===== src/rtl/srpt_pkg.sv =====
// Shared constants and types for the shortest-remaining-time queue.
package srpt_pkg;

    localparam int unsigned DefaultDepth = 64;
    localparam int unsigned LenWidth     = 16;
    localparam int unsigned TimeWidth    = 48;
    localparam int unsigned ElapWidth    = 32;
    localparam int unsigned StatWidth    = 64;
    localparam int unsigned OccWidth     = 7;

    typedef struct packed {
        logic load_in;
        logic do_arrival;
        logic do_advance;
        logic do_place;
        logic do_result;
    } srpt_cmd_t;

    typedef struct packed {
        logic full;
        logic empty;
        logic head_done;
    } srpt_status_t;

endpackage


===== src/rtl/srpt_ctrl.sv =====
// Controller: sequences load, update, placement and result for one item.
module srpt_ctrl (
    input  logic                    clk,
    input  logic                    rst_n,
    input  logic                    valid,
    output logic                    ready,
    output logic                    out_valid,
    input  logic                    out_ready,
    input  logic                    kind,
    output srpt_pkg::srpt_cmd_t     cmd
);
    import srpt_pkg::*;

    typedef enum logic [4:0] {
        ST_IDLE   = 5'b00001,
        ST_UPDATE = 5'b00010,
        ST_PLACE  = 5'b00100,
        ST_RESULT = 5'b01000,
        ST_HOLD   = 5'b10000
    } state_t;

    state_t state_reg, state_next;
    logic   kind_reg;
    logic   ov_reg, ov_next;

    assign ready     = (state_reg == ST_IDLE);
    assign out_valid = ov_reg;

    always_comb
    begin
        cmd        = '0;
        state_next = state_reg;
        ov_next    = ov_reg && !out_ready;
        unique case (state_reg)
            ST_IDLE:
            begin
                cmd.load_in = valid;
                if (valid)
                    state_next = ST_UPDATE;
            end
            ST_UPDATE:
            begin
                cmd.do_arrival = !kind_reg;
                cmd.do_advance = kind_reg;
                state_next     = ST_PLACE;
            end
            ST_PLACE:
            begin
                cmd.do_place = 1'b1;
                state_next   = ST_RESULT;
            end
            ST_RESULT:
            begin
                if (!ov_reg || out_ready)
                begin
                    cmd.do_result = 1'b1;
                    ov_next       = 1'b1;
                    state_next    = ST_IDLE;
                end
            end
            ST_HOLD:
                state_next = ST_IDLE;
            default:
                state_next = ST_IDLE;
        endcase
    end

    always_ff @(posedge clk or negedge rst_n)
    begin
        if (!rst_n)
        begin
            state_reg <= ST_IDLE;
            ov_reg    <= 1'b0;
            kind_reg  <= 1'b0;
        end
        else
        begin
            state_reg <= state_next;
            ov_reg    <= ov_next;
            if (cmd.load_in)
                kind_reg <= kind;
        end
    end

endmodule


===== config.mk =====
export PLATFORM = sky130hd
export DESIGN_NAME = srpt_ctrl
export DESIGN_NICKNAME = d
export VERILOG_FILES = /design/src/rtl/srpt_pkg.sv /design/src/rtl/srpt_ctrl.sv
export SDC_FILE = /design/constraint.sdc
export NUM_CORES = 1
export LEC_CHECK = 0
export BUFFER_PORTS_ARGS = -buffer_cell sky130_fd_sc_hd__buf_2
export CAP_MARGIN = 20
export CORE_AREA = 2 2 39 41
export CTS_CLUSTER_DIAMETER = 150
export CTS_CLUSTER_SIZE = 14
export DETAILED_ROUTE_END_ITERATION = 7
export DIE_AREA = 0 0 41 43
export PLACE_DENSITY_LB_ADDON = 0.08
export SLEW_MARGIN = 20
export SYNTH_ARGS = -nofsm -noshare
export SYNTH_HDL_FRONTEND = slang
export SYNTH_SLANG_ARGS = --single-unit

===== constraint.sdc =====
create_clock -name clk -period 1.5 [get_ports clk]
set_input_delay 0.3 -clock clk [delete_from_list [all_inputs] [get_ports clk]]
set_output_delay 0.3 -clock clk [all_outputs]
set_load 0.01 [all_outputs]

==> metrics <==
status finished with violations; failing checks negative setup slack; startpoint types flop; DP Cell Count 61; 1st-iter DRT viols 11; gr usage total 0.109; Final Max Tran Viols 0; FMAX a little under 600 MHz; CP Max Fanout 5; measured slew at the worst slew-check pin just under 0.2 ns; Largest register FFs 4; HPWL Detailed about 560 um; WL final 893 um; die area 1760 um2; Vias per Instance ~4.6; initial antenna violation count 0; DR DRC count 0; Detailed Routing Iterations Pass 1 4; TritonCTS clock tree done; Die Span X between 40 and 50 um; final hold vios 0; pre-CTS WS 0.0618 ns; RSZ-0062 raised after global routing true; fin crit share 1.12; Post-Synthesis Cell Area ~330 um2; ANT cells 0; Final Net Count 61; clock transition at the registers of the reported paths about 0.05 ns; YS warnings 0; final instance count without filler cells a little over 70; Tot Pwr 0.855 mW; CP bufs+invs 1; Core Util, Final 0.395; Post-Syn Nets 38; sequential area share after synthesis 0.464; Pleak 0.262 nW; WHS about 0.28 ns; first-pass GRT wire length ~1300 um; Main synth FF type dfrtp_1; Synth cell types 23; antenna viol nets, final 0; Mapped Cells 33; later-pin clock latency in the skew report between 0.2 and 0.3 ns; Final WS setup -0.185 ns; Critical R2R Launch state_reg[1]; via count ~320; H-tree depth 1; hold path start kind; P per Cell Area 1560 nW/um2; Die Y roughly 43 um; FP Rows 14; family with the most delay on the worst path simple AND/OR/NAND/NOR gates; min Tclk post-route ~1.7 ns; syn avg cell area 9.90 um2; Setup Skew between 0.007 and 0.008 ns; Worst Path Required 1.20 ns; Post-synth EDFFs 0; vias in the first global route 292; Core Region approximately 1400 um2; FF+latch count, synth 6; max_slew headroom 0.868; most frequent cells in the layout buf_2, dfrtp_1, buf_4; Max stage delay cell, worst path or4b_4; maximum capacitance violations 0; layout cell share with drive strength beyond 1 0.655; VDD IR max between 500 and 600 uV; largest net degree at the start of global routing 9; CP max stage delay about 0.54 ns; crit-path cells or4b_4 -> nor2_2 -> buf_2; IO buf count 11; clock sink count 6; synth-to-layout area growth 67.4%; critical path launch point state_reg[0]; Initial Utilization 0.236; Setup crit end kind output port; commonest non-fill, non-tap cell in the layout buf_2; gpl congestion 0.757; total grt overflow 0; FFs w/ async S/R, synth 1.00; cts bufs inserted 3; Min-Delay Path Class in2reg; Worst EP arrival 1.38 ns; Clock Tree Buf Depth 2; Critical Setup Path Class reg2out; Setup violations, final 5; CTS Root Cell clkbuf_4; WL per Instance approximately 13 um; # IOs 12
per-stage QoR:
| stage | TNS (ns) | cell area [um2] |
|---|---|---|
| finish | -0.501 | 547 |
| global route | -0.817 | 547 |
| CTS | -0.498 | 494 |
| detailed placement | 0 | 410 |
| global placement | 0 | 410 |
| floorplan | 0 | 329 |
layout make-up:
type                            count  area [um2]
Clock buffer                        4        26.3
Fill cell                         139         837
Inverter                            2        7.51
Multi-Input combinational cell     22         194
Sequential cell                     6         151
Tap cell                           16        20.0
Timing Repair Buffer               21         148
kinds of logic after synthesis:
logic type / Yosys count / synth area share
compound gates: 3 / 0.0575
buf+inv: 5 / 0.0958
flops: 6 / 0.464
mux: 1 / 0.0345
simple gates: 18 / 0.349
worst paths after layout:
| check | to | slack [ns] | cells past startpoint |
|---|---|---|---|
| setup / recovery | cmd[0] | -0.18 | 3 |
| hold / removal | kind_reg | 0.28 | 2 |
| setup reg to reg | kind_reg | 0.15 | 4 |
| hold reg to reg | out_valid | 0.56 | 2 |
| max in group asynchronous | state_reg[0] | 0.86 | 2 |
| min in group asynchronous | state_reg[2] | 0.41 | 2 |
cell usage after synthesis (all sizes together) (2+ instances only):
master,n,share of area
inv,2,0.023
nand2,2,0.023
nand3,2,0.031
dfrtp,5,0.38
buf,2,0.057
nor3,4,0.077
nor2,2,0.031
nand2b,2,0.038
report_power, final:
group / internal (mW) / leakage, nW / switching, mW
clock: 0.101 / 0.0150 / 0.0663
sequential: 0.220 / 0.0768 / 0.0503
combinational: 0.226 / 0.170 / 0.192
what timing repair did:
item / CTS / global route
hold buffers: 1 / 0
resized for setup: 4 / 9
pin swaps: 2 / 2
setup buffers: 3 / 2
hold endpoints to repair: 5 / 0
endpoints found under the setup margin: 5 / 6
per-layer routing:
layer,share of wire,GRT usage,vias up
li1,-,-,157
met1,0.43,0.145,149
met2,0.49,0.153,16
met3,0.071,0.0157,2
met4,0.0090,0.0800,0
met5,0,0,-
Note: power is estimated with default switching activity, not from simulation.
